**config.mk**
```make
export PLATFORM = sky130hd
export DESIGN_NAME = swd_cell
export DESIGN_NICKNAME = d
export VERILOG_FILES = /design/src/rtl/core/swd_pkg.sv /design/src/rtl/core/swd_cell.sv
export SDC_FILE = /design/constraint.sdc
export NUM_CORES = 1
export LEC_CHECK = 0
export BUFFER_PORTS_ARGS = -buffer_cell sky130_fd_sc_hd__buf_2
export CAP_MARGIN = 20
export CELL_PAD_IN_SITES_DETAIL_PLACEMENT = 0
export CELL_PAD_IN_SITES_GLOBAL_PLACEMENT = 2
export CORE_MARGIN = 2
export CORE_UTILIZATION = 25
export DETAILED_ROUTE_END_ITERATION = 8
export PLACE_DENSITY_LB_ADDON = 0.1
export RECOVER_POWER = 50
export SLEW_MARGIN = 20
export SYNTH_ARGS = -nofsm -noshare
export SYNTH_HDL_FRONTEND = slang
export SYNTH_SLANG_ARGS = --single-unit
export TNS_END_PERCENT = 100
```
**constraint.sdc**
```tcl
create_clock -name clock -period 7.9 [get_ports clock]
set_input_delay 1.185 -clock clock [delete_from_list [all_inputs] [get_ports clock]]
set_output_delay 1.185 -clock clock [all_outputs]
set_load 0.01 [all_outputs]
```
**src/rtl/core/swd_pkg.sv**
```systemverilog
// Package for the stack with delete-by-value core.
// Holds depth, field widths, op and status codes, and the shared struct and enum types.
// No dependencies.
`default_nettype none

package swd_pkg;

   localparam int DEPTH      = 128;
   localparam int IDX_W      = $clog2(DEPTH);
   localparam int FILL_W     = $clog2(DEPTH + 1);
   localparam int DATA_W     = 32;
   localparam int OP_W       = 2;
   localparam int STATUS_W   = 2;
   localparam int FILL_OUT_W = 8;

   localparam logic [OP_W-1:0] OP_PUSH   = 2'd0;
   localparam logic [OP_W-1:0] OP_POP    = 2'd1;
   localparam logic [OP_W-1:0] OP_DELETE = 2'd2;

   localparam logic [STATUS_W-1:0] ST_OK    = 2'd0;
   localparam logic [STATUS_W-1:0] ST_FULL  = 2'd1;
   localparam logic [STATUS_W-1:0] ST_EMPTY = 2'd2;

   localparam logic signed [DATA_W-1:0] EMPTY_DATA = -32'sd1;

   typedef struct packed {
      logic [OP_W-1:0]          op;
      logic signed [DATA_W-1:0] value;
   } req_type;

   typedef struct packed {
      logic signed [DATA_W-1:0] data_out;
      logic [STATUS_W-1:0]      status;
      logic [FILL_OUT_W-1:0]    fill;
      logic                     is_empty;
      logic                     is_full;
   } rsp_type;

   typedef struct packed {
      logic signed [DATA_W-1:0] data;
      logic                     dead;
   } cell_type;

   typedef enum logic [2:0] {
      CMD_HOLD,
      CMD_PUSH,
      CMD_POP,
      CMD_MARK,
      CMD_SWAP
   } cell_cmd_type;

   typedef struct packed {
      cell_cmd_type             cmd;
      logic                     phase;
      logic signed [DATA_W-1:0] value;
   } cell_ctl_type;

   typedef enum logic [1:0] {
      S_IDLE,
      S_SORT,
      S_COUNT
   } state_type;

endpackage

`default_nettype wire

```
**src/rtl/core/swd_cell.sv**
```systemverilog
// One stack cell: holds one entry and a delete mark, trades with both neighbors.
// Depends on swd_pkg.
`default_nettype none

module swd_cell (
   input  wire logic                  clock,
   input  wire swd_pkg::cell_ctl_type ctl,
   input  wire swd_pkg::cell_type     above,
   input  wire swd_pkg::cell_type     below,
   input  wire logic                  occupied,
   input  wire logic                  index_odd,
   output swd_pkg::cell_type          entry
);

   swd_pkg::cell_type cell_ff;
   swd_pkg::cell_type cell_in;

   always_comb begin
      cell_in = cell_ff;
      unique case (ctl.cmd)
         swd_pkg::CMD_HOLD: cell_in = cell_ff;
         swd_pkg::CMD_PUSH: cell_in = above;
         swd_pkg::CMD_POP:  cell_in = below;
         swd_pkg::CMD_MARK: begin
            cell_in.dead = !occupied || (cell_ff.data == ctl.value);
         end
         swd_pkg::CMD_SWAP: begin
            if (index_odd == ctl.phase) begin
               if (cell_ff.dead && !below.dead) cell_in = below;
            end else begin
               if (above.dead && !cell_ff.dead) cell_in = above;
            end
         end
         default: cell_in = cell_ff;
      endcase
   end

   always_ff @(posedge clock) begin
      cell_ff <= cell_in;
   end

   assign entry = cell_ff;

endmodule

`default_nettype wire

```
# == After elaboration in Yosys (flattened, before gate mapping) ==
# Index checks and enable logic that the tools add are counted.
# totals
register_bits,33
inputBits,105
wordCells,25
# classes
n_eq_ne,8
muxes,5
reduce_logical,10
# op_table
cell,count
$mux W33,3
$pmux W32 S3,1
$eq A32 B32 Y1,1
$eq A3 B2 Y1 const B,2
$ne A3 B3 Y1 const B,2
$reduce_and A3 Y1,2
$pmux W1 S4,1
$reduce_bool A4 Y1,1
$eq A3 B1 Y1 const B,1
$eq A3 B3 Y1 const B,1
$logic_not A1 Y1,3
$reduce_bool A3 Y1,1
$logic_and A1 B1 Y1,2
$eq A1 B1 Y1,1
$logic_or A1 B1 Y1,1

# == Longest topological paths before layout ==
# logic_depth
depth_word,5
mapped_depth,5
mapped_depth_nobuf,5

# == Worst setup path after synthesis ==
# Ideal clock, no wire load.
# synth_timing
path_kind,input to register
start,input ctl[33] (netlist name)
end,"register cell_ff (netlist bit entry[10]), enable pin"
setup_time_ns,0.466
arrival_ns,3.581
t_required_ns,7.434
slack_ns,3.854
path_stages,2
path_buffers,0
cell_sequence,xnor2_1 > o21ai_0
# synth_via
elab_chain_len,3
# synth_rtl
item,line_no,rtl
start: declaration,swd_cell.sv:7,"input wire swd_pkg::cell_ctl_type ctl,"
"$eq A3 B3 Y1, or another cell as far along",swd_cell.sv:20,unique case (ctl.cmd)
$ne A3 B3 Y1 (no source line) / $reduce_bool A3 Y1 (equally long branches),-,
$reduce_and A3 Y1 (no source line) (*),-,
end signal: assignment,swd_cell.sv:39,cell_ff <= cell_in;
end: declaration,swd_cell.sv:15,swd_pkg::cell_type cell_ff;
# Mark *: on every way between the ends. The rest lies on a longest branch, timed or not.
# A chain may end at the register's enable or synchronous reset.

# == Worst setup path after layout ==
# layout_timing
start,input ctl[33] (netlist name)
end,"register cell_ff (netlist bit entry[2]), enable pin"
# Same word-level chain as after synthesis.

==> results_dict.tcl <==
set metrics [dict create \
    dieArea_mm2 0.008196 \
    cts_buffer_depth 2 \
    setup_ws_ns 3.964 \
    gr-total-overflow 0 \
    cts_resized 0 \
    grt_max_degree 33 \
    crit_chain "clkbuf_1, xnor2_1, o21ai_0, clkbuf_1" \
    drt_iter0_drc 50 \
    finalCritPeriodShare 0.4982 \
    start_util 0.2581 \
    netlist_top_cells_count "edfxtp_1, mux2_1, xor2_1, xnor2_1" \
    max_freq_mhz 254.1 \
    p_leak_nw 1.088 \
    power_mw 0.4303 \
    cts_root_buffer "clkbuf_8" \
    hpwl_um 3993 \
    groute.usage.overall 0.1248 \
    ios 138 \
    insertion_delay_ns 0.28 \
    worstSetupPathType "in -> reg" \
    synthTopCellsByArea "edfxtp_1, mux2_1, xor2_1" \
    endpoint_kind "register" \
    synth_edf_count 33 \
    cp.arrival_ns 3.83 \
    power.density_mw_per_mm2 158.8 \
    period_minus_slack_ns 3.936 \
    ys_warn_count 0 \
    drive_gt1_frac 0.4182 \
    design_area_mm2 0.002710 \
    wl_um 5035 \
    dp_slack_ns 4.683 \
    cts_inserted_buffers 5 \
    drv_slew 12 \
    fillers 816 \
    regArea_um2 991.0 \
    cpLargestDelayFamily "buffers and inverters" \
    largest_reg_flops 33 \
    dr_total_vias 1526 \
    netlist_instances 132 \
    synthesis.area_mm2 0.001872 \
    path_buf_inv 2 \
    setup_tns_ns 0 \
    worstSetupStartpointType "input port" \
    fp.dieH_um 90.53 \
    core_area_mm2 0.007253 \
    cts.sinks 33 \
    cpPeakStageDelay_ns 1.21 \
    crit_top_cell "clkbuf_1" \
    ys_types 20 \
    status "finished with violations" \
    worst-r2r-setup-slack_ns 5.04 \
    async_reset_ff_frac 0 \
    crit_required_ns 7.79 \
    rsz0062_at_grt "false" \
    clk_pin_slew_ns 0.06 \
    areaGrowthSynthToFinish_pct 44.79 \
    syn_nets 237 \
    crit_fanout 22 \
    dr.pass1.iters 4 \
    final_cells 374 \
    post-place-cells 365 \
    gp_congestion 0.7330 \
    multiInputGateArea_um2 865.8 \
    cts_tree "yes" \
    skew_ns 0.007723 \
    syn_area_per_cell_um2 14.18 \
    fin_util 0.3736 \
    hold_viol 0 \
    via_per_inst 4.080 \
    hold_buffers 0 \
    yosys.area.top_type "edfxtp_1" \
    io_buffers 137 \
    setup-violations-final 0 \
    cts_setup_buffers 0 \
    violations "capacitance limit, slew limit" \
    final_antenna_net_count 0 \
    min_path_type "reg -> reg" \
    htreeDepth 2 \
    synth_top_area_frac 0.5294 \
    tightestPinTransition_ns 1.580 \
    slowest_stage "o21ai_0" \
    drc 0 \
    placement_rows 31 \
    routedWlPerCell_um 13.46 \
    placed_area_mm2 0.002678 \
    grt_antenna_before_repair 0 \
    vdd_drop_max_mv 0.07768 \
    grt_first_pass_wirelength_um 7900 \
    maxSlewHeadroom -0.06420 \
    grt_pass1_vias 1615 \
    synthFlopType "edfxtp_1" \
    nets 379 \
    hold_slack_ns 0.7451 \
    diodes 0 \
    seq_area_frac_synth 0.5294 \
    die_w_um 90.53 \
    maxCapViolCount 1 \
    synth_seq_cells 33 \
]
==> layout by cell type (no fill, tap or decap) <==
master,instances
nand4_2,1
xnor2_1,14
buf_2,103
mux2_1,33
or4_1,1
nor2_1,1
clkinv_2,2
nand2_1,2
nor4_1,2
nand3_1,2
o21ai_0,3
nor2b_1,2
a21oi_1,3
nand2b_1,2
edfxtp_1,33
nor4_2,3
xor2_1,20
clkbuf_1,36
nor2_4,1
o21ai_1,1
clkbuf_8,5
o211ai_1,1
nand3b_1,1
nand4_1,3
==> worst reg2reg max path, cell delays in order, from the launching register on <==
cell and delay, ns:
edfxtp_1 0.42, nand2b_1 0.16, o21ai_0 0.15, nand3_1 0.11
o21ai_0 0.59, clkbuf_1 1.04
==> power by group <==
group | leakage [nW] | internal (mW) | total, mW | switching, mW
clock network | 0.0450 | 0.0610 | 0.124 | 0.0625
registers | 0.311 | 0.211 | 0.219 | 0.00796
logic | 0.732 | 0.0448 | 0.0879 | 0.0431
==> metal layers <==
| layer | routed length, um | global-route usage | up-vias |
|---|---|---|---|
| met5 | 0 | 0 | - |
| met4 | 53 | 0.04231 | 0 |
| li1 | - | - | 778 |
| met3 | 452 | 0.04841 | 6 |
| met2 | 2525 | 0.2083 | 67 |
| met1 | 2004 | 0.1463 | 675 |
==> path summary, 6_finish.rpt <==
path	from	end	depth (start not counted)
setup reg to reg	entry[0]	entry[2]	5
hold reg to reg	entry[8]	entry[0]	3
hold / removal	entry[8]	entry[0]	3
setup / recovery	ctl[33]	entry[2]	4
==> final cells by class <==
class / count / share of cell area
clock buffer: 6 / 0.02678
clock inverter: 2 / 0.003693
sequential: 33 / 0.3657
timing repair buffer: 138 / 0.2387
multi-input combinational: 96 / 0.3195
tap: 99 / 0.04571
==> cell families after synthesis <==
family,count (synthesis),synth area share
xor+xnor,34,0.1591
mux,33,0.1985
flops,33,0.5294
simple gates,21,0.07821
compound gates,8,0.02272
buf+inv,3,0.01203
Power figures use the tool's default switching activity.
