==> src/rtl/core/swd_pkg.sv <==
// Package for the stack with delete-by-value core.
// Holds depth, field widths, op and status codes, and the shared struct and enum types.
// No dependencies.
`default_nettype none

package swd_pkg;

   localparam int DEPTH      = 128;
   localparam int IDX_W      = $clog2(DEPTH);
   localparam int FILL_W     = $clog2(DEPTH + 1);
   localparam int DATA_W     = 32;
   localparam int OP_W       = 2;
   localparam int STATUS_W   = 2;
   localparam int FILL_OUT_W = 8;

   localparam logic [OP_W-1:0] OP_PUSH   = 2'd0;
   localparam logic [OP_W-1:0] OP_POP    = 2'd1;
   localparam logic [OP_W-1:0] OP_DELETE = 2'd2;

   localparam logic [STATUS_W-1:0] ST_OK    = 2'd0;
   localparam logic [STATUS_W-1:0] ST_FULL  = 2'd1;
   localparam logic [STATUS_W-1:0] ST_EMPTY = 2'd2;

   localparam logic signed [DATA_W-1:0] EMPTY_DATA = -32'sd1;

   typedef struct packed {
      logic [OP_W-1:0]          op;
      logic signed [DATA_W-1:0] value;
   } req_type;

   typedef struct packed {
      logic signed [DATA_W-1:0] data_out;
      logic [STATUS_W-1:0]      status;
      logic [FILL_OUT_W-1:0]    fill;
      logic                     is_empty;
      logic                     is_full;
   } rsp_type;

   typedef struct packed {
      logic signed [DATA_W-1:0] data;
      logic                     dead;
   } cell_type;

   typedef enum logic [2:0] {
      CMD_HOLD,
      CMD_PUSH,
      CMD_POP,
      CMD_MARK,
      CMD_SWAP
   } cell_cmd_type;

   typedef struct packed {
      cell_cmd_type             cmd;
      logic                     phase;
      logic signed [DATA_W-1:0] value;
   } cell_ctl_type;

   typedef enum logic [1:0] {
      S_IDLE,
      S_SORT,
      S_COUNT
   } state_type;

endpackage

`default_nettype wire

==> src/rtl/core/swd_ctrl.sv <==
// Sequencer: fill count, push/pop decisions, delete sort rounds and kept-count walk.
// Drives the cell chain command and the registered result. Depends on swd_pkg.
`default_nettype none

module swd_ctrl (
   input  wire logic                             clock,
   input  wire logic                             reset,
   input  wire logic                             start,
   input  wire swd_pkg::req_type                 req,
   input  wire logic signed [swd_pkg::DATA_W-1:0] top_data,
   input  wire logic [swd_pkg::DEPTH-1:0]        dead_vec,
   output logic                                  busy,
   output logic [swd_pkg::FILL_W-1:0]            fill,
   output swd_pkg::cell_ctl_type                 cell_ctl,
   output logic                                  rsp_strobe,
   output swd_pkg::rsp_type                      rsp_item
);

   swd_pkg::state_type state_ff, state_in;
   logic [swd_pkg::FILL_W-1:0] fill_ff, fill_in;
   logic [swd_pkg::IDX_W-1:0]  round_ff, round_in;
   logic [swd_pkg::FILL_W-1:0] k_ff, k_in;
   logic                       rsp_strobe_ff, rsp_strobe_in;
   swd_pkg::rsp_type           rsp_ff, rsp_in;

   logic accept;
   logic last_round;
   logic walk_done;

   assign busy       = (state_ff != swd_pkg::S_IDLE);
   assign accept     = start && !busy;
   assign last_round = (round_ff == swd_pkg::IDX_W'(swd_pkg::DEPTH - 1));
   assign walk_done  = (k_ff == swd_pkg::FILL_W'(swd_pkg::DEPTH))
                       || dead_vec[k_ff[swd_pkg::IDX_W-1:0]];

   always_comb begin
      state_in = state_ff;
      unique case (state_ff)
         swd_pkg::S_IDLE: begin
            if (accept && req.op == swd_pkg::OP_DELETE) state_in = swd_pkg::S_SORT;
         end
         swd_pkg::S_SORT: begin
            if (last_round) state_in = swd_pkg::S_COUNT;
         end
         swd_pkg::S_COUNT: begin
            if (walk_done) state_in = swd_pkg::S_IDLE;
         end
         default: state_in = swd_pkg::S_IDLE;
      endcase
   end

   always_comb begin
      fill_in        = fill_ff;
      round_in       = round_ff;
      k_in           = k_ff;
      rsp_strobe_in  = 1'b0;
      rsp_in         = '0;
      cell_ctl.cmd   = swd_pkg::CMD_HOLD;
      cell_ctl.phase = round_ff[0];
      cell_ctl.value = req.value;
      unique case (state_ff)
         swd_pkg::S_IDLE: begin
            if (accept) begin
               rsp_strobe_in = (req.op != swd_pkg::OP_DELETE);
               case (req.op)
                  swd_pkg::OP_PUSH: begin
                     if (fill_ff == swd_pkg::FILL_W'(swd_pkg::DEPTH)) begin
                        rsp_in.status = swd_pkg::ST_FULL;
                     end else begin
                        cell_ctl.cmd = swd_pkg::CMD_PUSH;
                        fill_in      = fill_ff + 1'b1;
                     end
                  end
                  swd_pkg::OP_POP: begin
                     if (fill_ff == '0) begin
                        rsp_in.data_out = swd_pkg::EMPTY_DATA;
                        rsp_in.status   = swd_pkg::ST_EMPTY;
                     end else begin
                        rsp_in.data_out = top_data;
                        cell_ctl.cmd    = swd_pkg::CMD_POP;
                        fill_in         = fill_ff - 1'b1;
                     end
                  end
                  swd_pkg::OP_DELETE: begin
                     cell_ctl.cmd = swd_pkg::CMD_MARK;
                     round_in     = '0;
                  end
                  default: ;
               endcase
            end
         end
         swd_pkg::S_SORT: begin
            cell_ctl.cmd = swd_pkg::CMD_SWAP;
            round_in     = round_ff + 1'b1;
            if (last_round) k_in = '0;
         end
         swd_pkg::S_COUNT: begin
            if (walk_done) begin
               fill_in       = k_ff;
               rsp_strobe_in = 1'b1;
            end else begin
               k_in = k_ff + 1'b1;
            end
         end
         default: ;
      endcase
      rsp_in.fill     = swd_pkg::FILL_OUT_W'(fill_in);
      rsp_in.is_empty = (fill_in == '0);
      rsp_in.is_full  = (fill_in == swd_pkg::FILL_W'(swd_pkg::DEPTH));
   end

   always_ff @(posedge clock) begin
      if (reset) begin
         state_ff      <= swd_pkg::S_IDLE;
         fill_ff       <= '0;
         rsp_strobe_ff <= 1'b0;
      end else begin
         state_ff      <= state_in;
         fill_ff       <= fill_in;
         rsp_strobe_ff <= rsp_strobe_in;
      end
   end

   always_ff @(posedge clock) begin
      round_ff <= round_in;
      k_ff     <= k_in;
      rsp_ff   <= rsp_in;
   end

   assign fill       = fill_ff;
   assign rsp_strobe = rsp_strobe_ff;
   assign rsp_item   = rsp_ff;

   a_fill_bound: assert property (@(posedge clock) disable iff (reset)
      fill_ff <= swd_pkg::FILL_W'(swd_pkg::DEPTH))
      else $error("fill count above depth");

   a_sort_exit: assert property (@(posedge clock) disable iff (reset)
      state_ff == swd_pkg::S_SORT |=> state_ff == swd_pkg::S_SORT
                                      || state_ff == swd_pkg::S_COUNT)
      else $error("sort rounds left to wrong state");

   a_strobe_cause: assert property (@(posedge clock) disable iff (reset)
      rsp_strobe_ff |-> $past(accept && req.op != swd_pkg::OP_DELETE)
                        || $past(state_ff == swd_pkg::S_COUNT))
      else $error("result strobe without a finished transaction");

   a_delete_no_grow: assert property (@(posedge clock) disable iff (reset)
      state_ff == swd_pkg::S_COUNT && walk_done |=> fill_ff <= $past(fill_ff))
      else $error("delete increased fill count");

endmodule

`default_nettype wire
==> config.mk <==
export PLATFORM = sky130hd
export DESIGN_NAME = swd_ctrl
export DESIGN_NICKNAME = d
export VERILOG_FILES = /design/src/rtl/core/swd_pkg.sv /design/src/rtl/core/swd_ctrl.sv
export SDC_FILE = /design/constraint.sdc
export NUM_CORES = 1
export LEC_CHECK = 0
export BUFFER_PORTS_ARGS = -buffer_cell sky130_fd_sc_hd__buf_2
export CAP_MARGIN = 20
export CORE_AREA = 2 2 112 114
export CTS_CLUSTER_DIAMETER = 120
export DETAILED_ROUTE_END_ITERATION = 16
export DIE_AREA = 0 0 114 116
export PLACE_DENSITY = 0.82
export SYNTH_ARGS = -nofsm -noshare
export SYNTH_HDL_FRONTEND = slang
export SYNTH_SLANG_ARGS = --single-unit
==> constraint.sdc <==
create_clock -name clock -period 4.21 [get_ports clock]
set_clock_uncertainty 0.1 [all_clocks]
set_input_delay 0.2105 -clock clock [delete_from_list [all_inputs] [get_ports clock]]
set_output_delay 0.2105 -clock clock [all_outputs]
set_load 0.01 [all_outputs]
Yosys cells after proc, flatten, opt, wreduce, memory -nomap -nowiden
Cells that the tools add are included.

Div/mod/pow operators: 0. Reductions and logical operators: 16. Multiply operators: 0. Equal/unequal tests: 15. Add/sub/neg operators: 4. Bitwise logic cells: 0. Shift operators: 0. $lt $le $gt $ge: 1. Mux-type cells: 30.

Operators with widths (count): 8-bit 2-to-1 mux (6); 8-bit one-hot mux with 2 select lines (3); 32-bit 2-to-1 mux (1); 8-bit equality test (second input constant) (3); 8-bit by 1-bit adder with 8-bit output (second input constant) (2); 8-bit logical NOT (2); 7-bit 2-to-1 mux (2); 2-bit != test (second input constant) (7); 7-bit one-hot mux with 2 select lines (1); 2-bit 2-to-1 mux (6); 2-bit one-hot mux with 3 select lines (2); 3-bit AND reduction (4); 7-bit by 8-bit less-than comparator with 1-bit output (second input constant) (1); 8-bit by 1-bit subtractor with 8-bit output (second input constant) (1); 7-bit by 1-bit adder with 7-bit output (second input constant) (1); 1-bit binary-select mux with 7-bit select (1); 7-bit equality test (second input constant) (1); 3-bit one-hot mux with 2 select lines (1); 2-bit nonzero test (3); 1-bit 2-to-1 mux (5); 2-bit by 1-bit equality test with 1-bit output (second input constant) (2); 2-bit equality test (second input constant) (2); 2-bit logical NOT (2); 2-bit one-hot mux with 2 select lines (1); 5 further kinds (6).

Word-level logic and storage cells: 76. Memories: 0. Bits in read-only memories: 0. RAM bits: 0. Output and inout port bits: 90. Bits in latches: 0. Flip-flop bits (word level): 70.

Depth between registers and ports, before layout
Word-level depth: 6. Gate-level depth with buffers: 14.

Worst setup path before layout
Ideal clock, no wire load.

Path kind: reg2reg. Start: register k_ff[1] in the netlist's numbering. End: register rsp_ff (netlist bit rsp_item[0]). Setup time: 92 ps. Cell stages (with the launch flop): 11. Path slack: 837 ps. Period minus slack after synthesis: 3373 ps. Arrival time: 3181 ps. Buffers on the path: 1. Cells stage by stage: edfxtp_1 buf_6 mux4_1 mux4_2 and2_1 o311a_4 nor3_4 nor3_2 o31a_1 a2111o_1 nor4_1.

RTL lines: start, declared (line swd_ctrl.sv:22) `logic [swd_pkg::FILL_W-1:0] k_ff, k_in;`; start signal, assigned (line swd_ctrl.sv:126) `k_ff <= k_in;`; end signal, assigned (line swd_ctrl.sv:127) `rsp_ff <= rsp_in;`; end, declared (line swd_ctrl.sv:24) `swd_pkg::rsp_type rsp_ff, rsp_in;`.

==> impl_metrics.csv <==
group,metric,value,unit
status,status,"complete, no violations",
placed_design,routabilityCongestion,0.930,
floorplan,row_count,40,
placed_design,dp_slack,0.390,ns
logic_synthesis,ys_types,62,
global_routing,antenna_found_initial,0,
placed_design,dp_hpwl,10500,um
timing,setup_viol_count_final,0,
setup_path,worstSetupStartpointType,"flop",
global_routing,gr-total-overflow,0,
logic_synthesis,synth_flop_cell,"dfxtp_1",
final_layout,syn2layout_area_growth,35.2,%
clock_network,cts_inserted_buffers,9,
floorplan,io_pins,287,
drt,final_antenna_net_count,0,
floorplan,coreArea,11900,um^2
final_layout,diodes,0,
setup_path,r2r_end,"rsp_item[0]",
drt,viasPerCell,5.36,
setup_path,endpoint,"rsp_item[0]",
global_routing,grt_pass1_wl,21100,um
placed_design,port_buffers,222,
drt,drt_iter0_markers,338,
logic_synthesis,syn_nets,668,
timing,finalHoldViolations,0,
logic_synthesis,netlist_instances,466,
setup_path,cp_max_fo,9,
global_routing,grt_max_degree,38,
final_layout,final_nets,870,
logic_synthesis,ys_async_sr_fraction,0,%
clock_network,cts-root-buf,"clkbuf_16",
global_routing,grtUsageTotal,20.5,%
setup_path,regToRegStartpoint,"k_ff[1]",
setup_path,reg2reg_depth,9,
logic_synthesis,synth-edff-count,15,
timing,rsz0062_at_grt,"no",
power,vdd_drop_max,188,uV
clock_network,max-clock-path-buffers,2,
setup_path,required,4.35,ns
floorplan,die_w,114,um
drt,wl_per_cell,17.1,um
global_routing,grt_pass1_vias,4196,
timing,fmax,0.258,GHz
floorplan,fp.dieH,116,um
timing,finalCriticalPeriod,3.87,ns
timing,slew_viol_final,0,
drt,vias,4396,
floorplan,die_area,13200,um^2
job,cap_violations,0,
clock_network,cts_resized,0,
clock_network,cts_sinks,70,
power,p_leak,2.86,nW
timing,worst_pin_slew,0.817,ns
timing,timing.final.ws_setup,0.341,ns
setup_path,worstPathArrival,4.01,ns
logic_synthesis,yosys_warnings,0,
setup_path,critical_path_class,"flop to flop",
logic_synthesis,synth-seq-area-share,34.5,%
clock_network,clock_latency,0.34,ns
power,p_per_area,308,nW/um^2
timing,slew_headroom,44.8,%
setup_path,rrSetupSlack,0.34,ns
logic_synthesis,syn_area_per_cell,9.66,um^2
clock_network,h-tree-depth,3,
logic_synthesis,syn-cell-area,4500,um^2
clock_network,clkTransAtPathRegs,0.06,ns
drt,remaining_drc_errors,0,
drt,drtPass1Iterations,5,
setup_path,crit_start,"k_ff[1]",
hold_path,min_path_type,"input port to flop",
logic_synthesis,synth_seq_cells,70,
floorplan,initial_core_util,37.8,%
clock_network,cts_tree,"built",
drt,drt_wl_total,14100,um
final_layout,drive_above_1_share,42.1,%
timing,min_period_over_period,91.9,%
timing,tns,0,ns
setup_path,end_kind,"flop",
-- cell usage in the layout, fill, tap and decap left out, types with 12 or more instances in the layout --
master,Yosys,layout
buf_2,9,222
dfxtp_1,55,55
nor2_1,39,39
nand2_1,32,32
o21a_1,32,32
dlygate4sd3_1,0,32
mux4_2,21,21
mux2i_1,15,15
edfxtp_1,15,15
inv_1,12,12
nand3_1,12,12
nor3_1,12,12
-- synth_stat cells, types with 10 or more instances --
library cell  number  share of area [%]
a21oi_1           11                1.2
buf_4             40                6.7
clkbuf_1          21                1.8
dfxtp_1           55                 24
edfxtp_1          15                 10
inv_1             12                1.0
mux2i_1           15                3.3
mux4_2            21                 11
nand2_1           32                2.7
nand3_1           12                1.3
nor2_1            39                3.3
nor3_1            12                1.3
o21a_1            32                5.3
o21ai_0           10                1.1
-- worst min-delay path by stage --
stage	startpoint	endpoint	slack (ns)	depth (start not counted)
6_report	req[33]	rsp_item[10]	0.1	2
5_1_grt	reset	fill[2]	0.11	2
4_1_cts	req[33]	rsp_item[10]	0.08	2
3_5_place_dp	req[17]	cell_ctl[17]	0.32	0
3_3_place_gp	top_data[14]	rsp_item[26]	0.32	2
2_1_floorplan	reset	fill[0]	0.18	1
-- state kept, by name, indices dropped and copies added, names as in the netlist --
name and count:
fill 8, k_ff 8, state_ff 2, round_ff 7, rsp_item 44, rsp_strobe 1
-- critical path: stages, from the launching register on --
cell and delay, ns:
edfxtp_1 0.63, mux4_1 0.62, mux4_2 0.47, and2_1 0.18, o311a_4 0.33, nor3_4 0.34
or2_1 0.27, o21ai_0 0.16, a2111o_1 0.46, nor4_1 0.22
-- final cells by class --
| cell class | count | area [um^2] |
|---|---|---|
| tap | 147 | 184 |
| clock inverter | 7 | 104 |
| sequential | 70 | 1550 |
| clock buffer | 9 | 225 |
| fill | 1118 | 5830 |
| timing repair buffer | 262 | 1500 |
| inverter | 13 | 48.8 |
| multi-input combinational | 312 | 2460 |
-- what timing repair did --
item,in CTS,in global routing
buffers inserted,0,0
endpoints found under the hold margin,32,0
hold buffers,32,0
-- metal layers --
layer | part of all wire, % | vias to the layer above | global-route usage, % | wire length [um]
met5 | 0 | - | 0 | 0
met4 | 2.4 | 0 | 6.10 | 333
met3 | 7.3 | 38 | 4.39 | 1020
met2 | 54 | 240 | 39.7 | 7640
met1 | 36 | 2030 | 22.3 | 5070
li1 | - | 2088 | - | -
-- cells by family (layout without fill, tap and decap cells) --
kind of cell	count (synthesis)	count (layout)	synth area share (%)
compound gates	101	101	16.7
xor+xnor	11	11	2.14
fa+ha+maj	5	5	1.39
buf+inv	84	291	10.8
flops	70	70	34.5
mux	48	48	18.2
simple gates	147	147	16.4
-- through the flow --
stage | hold slack, ns | utilization [%] | instances | area [um^2] | power [mW]
final | 0.0989 | 51.1 | 820 | 6080 | 1.88
after detailed placement | 0.321 | 45.6 | 772 | 5430 | 1.03
after floorplan | 0.182 | - | 466 | 4500 | 0.919
after global placement | 0.319 | 45.6 | 772 | 5430 | 1.02
after CTS | 0.0811 | 51.1 | 820 | 6080 | 1.89
after global routing | 0.110 | 51.1 | 820 | 6080 | 1.95
-- power by group --
| part | switching [mW] | internal [mW] |
|---|---|---|
| combinational | 0.144 | 0.160 |
| clock | 0.310 | 0.528 |
| sequential | 0.0161 | 0.717 |
| total | 0.471 | 1.40 |
No activity file was read; power rests on OpenSTA's default activity.
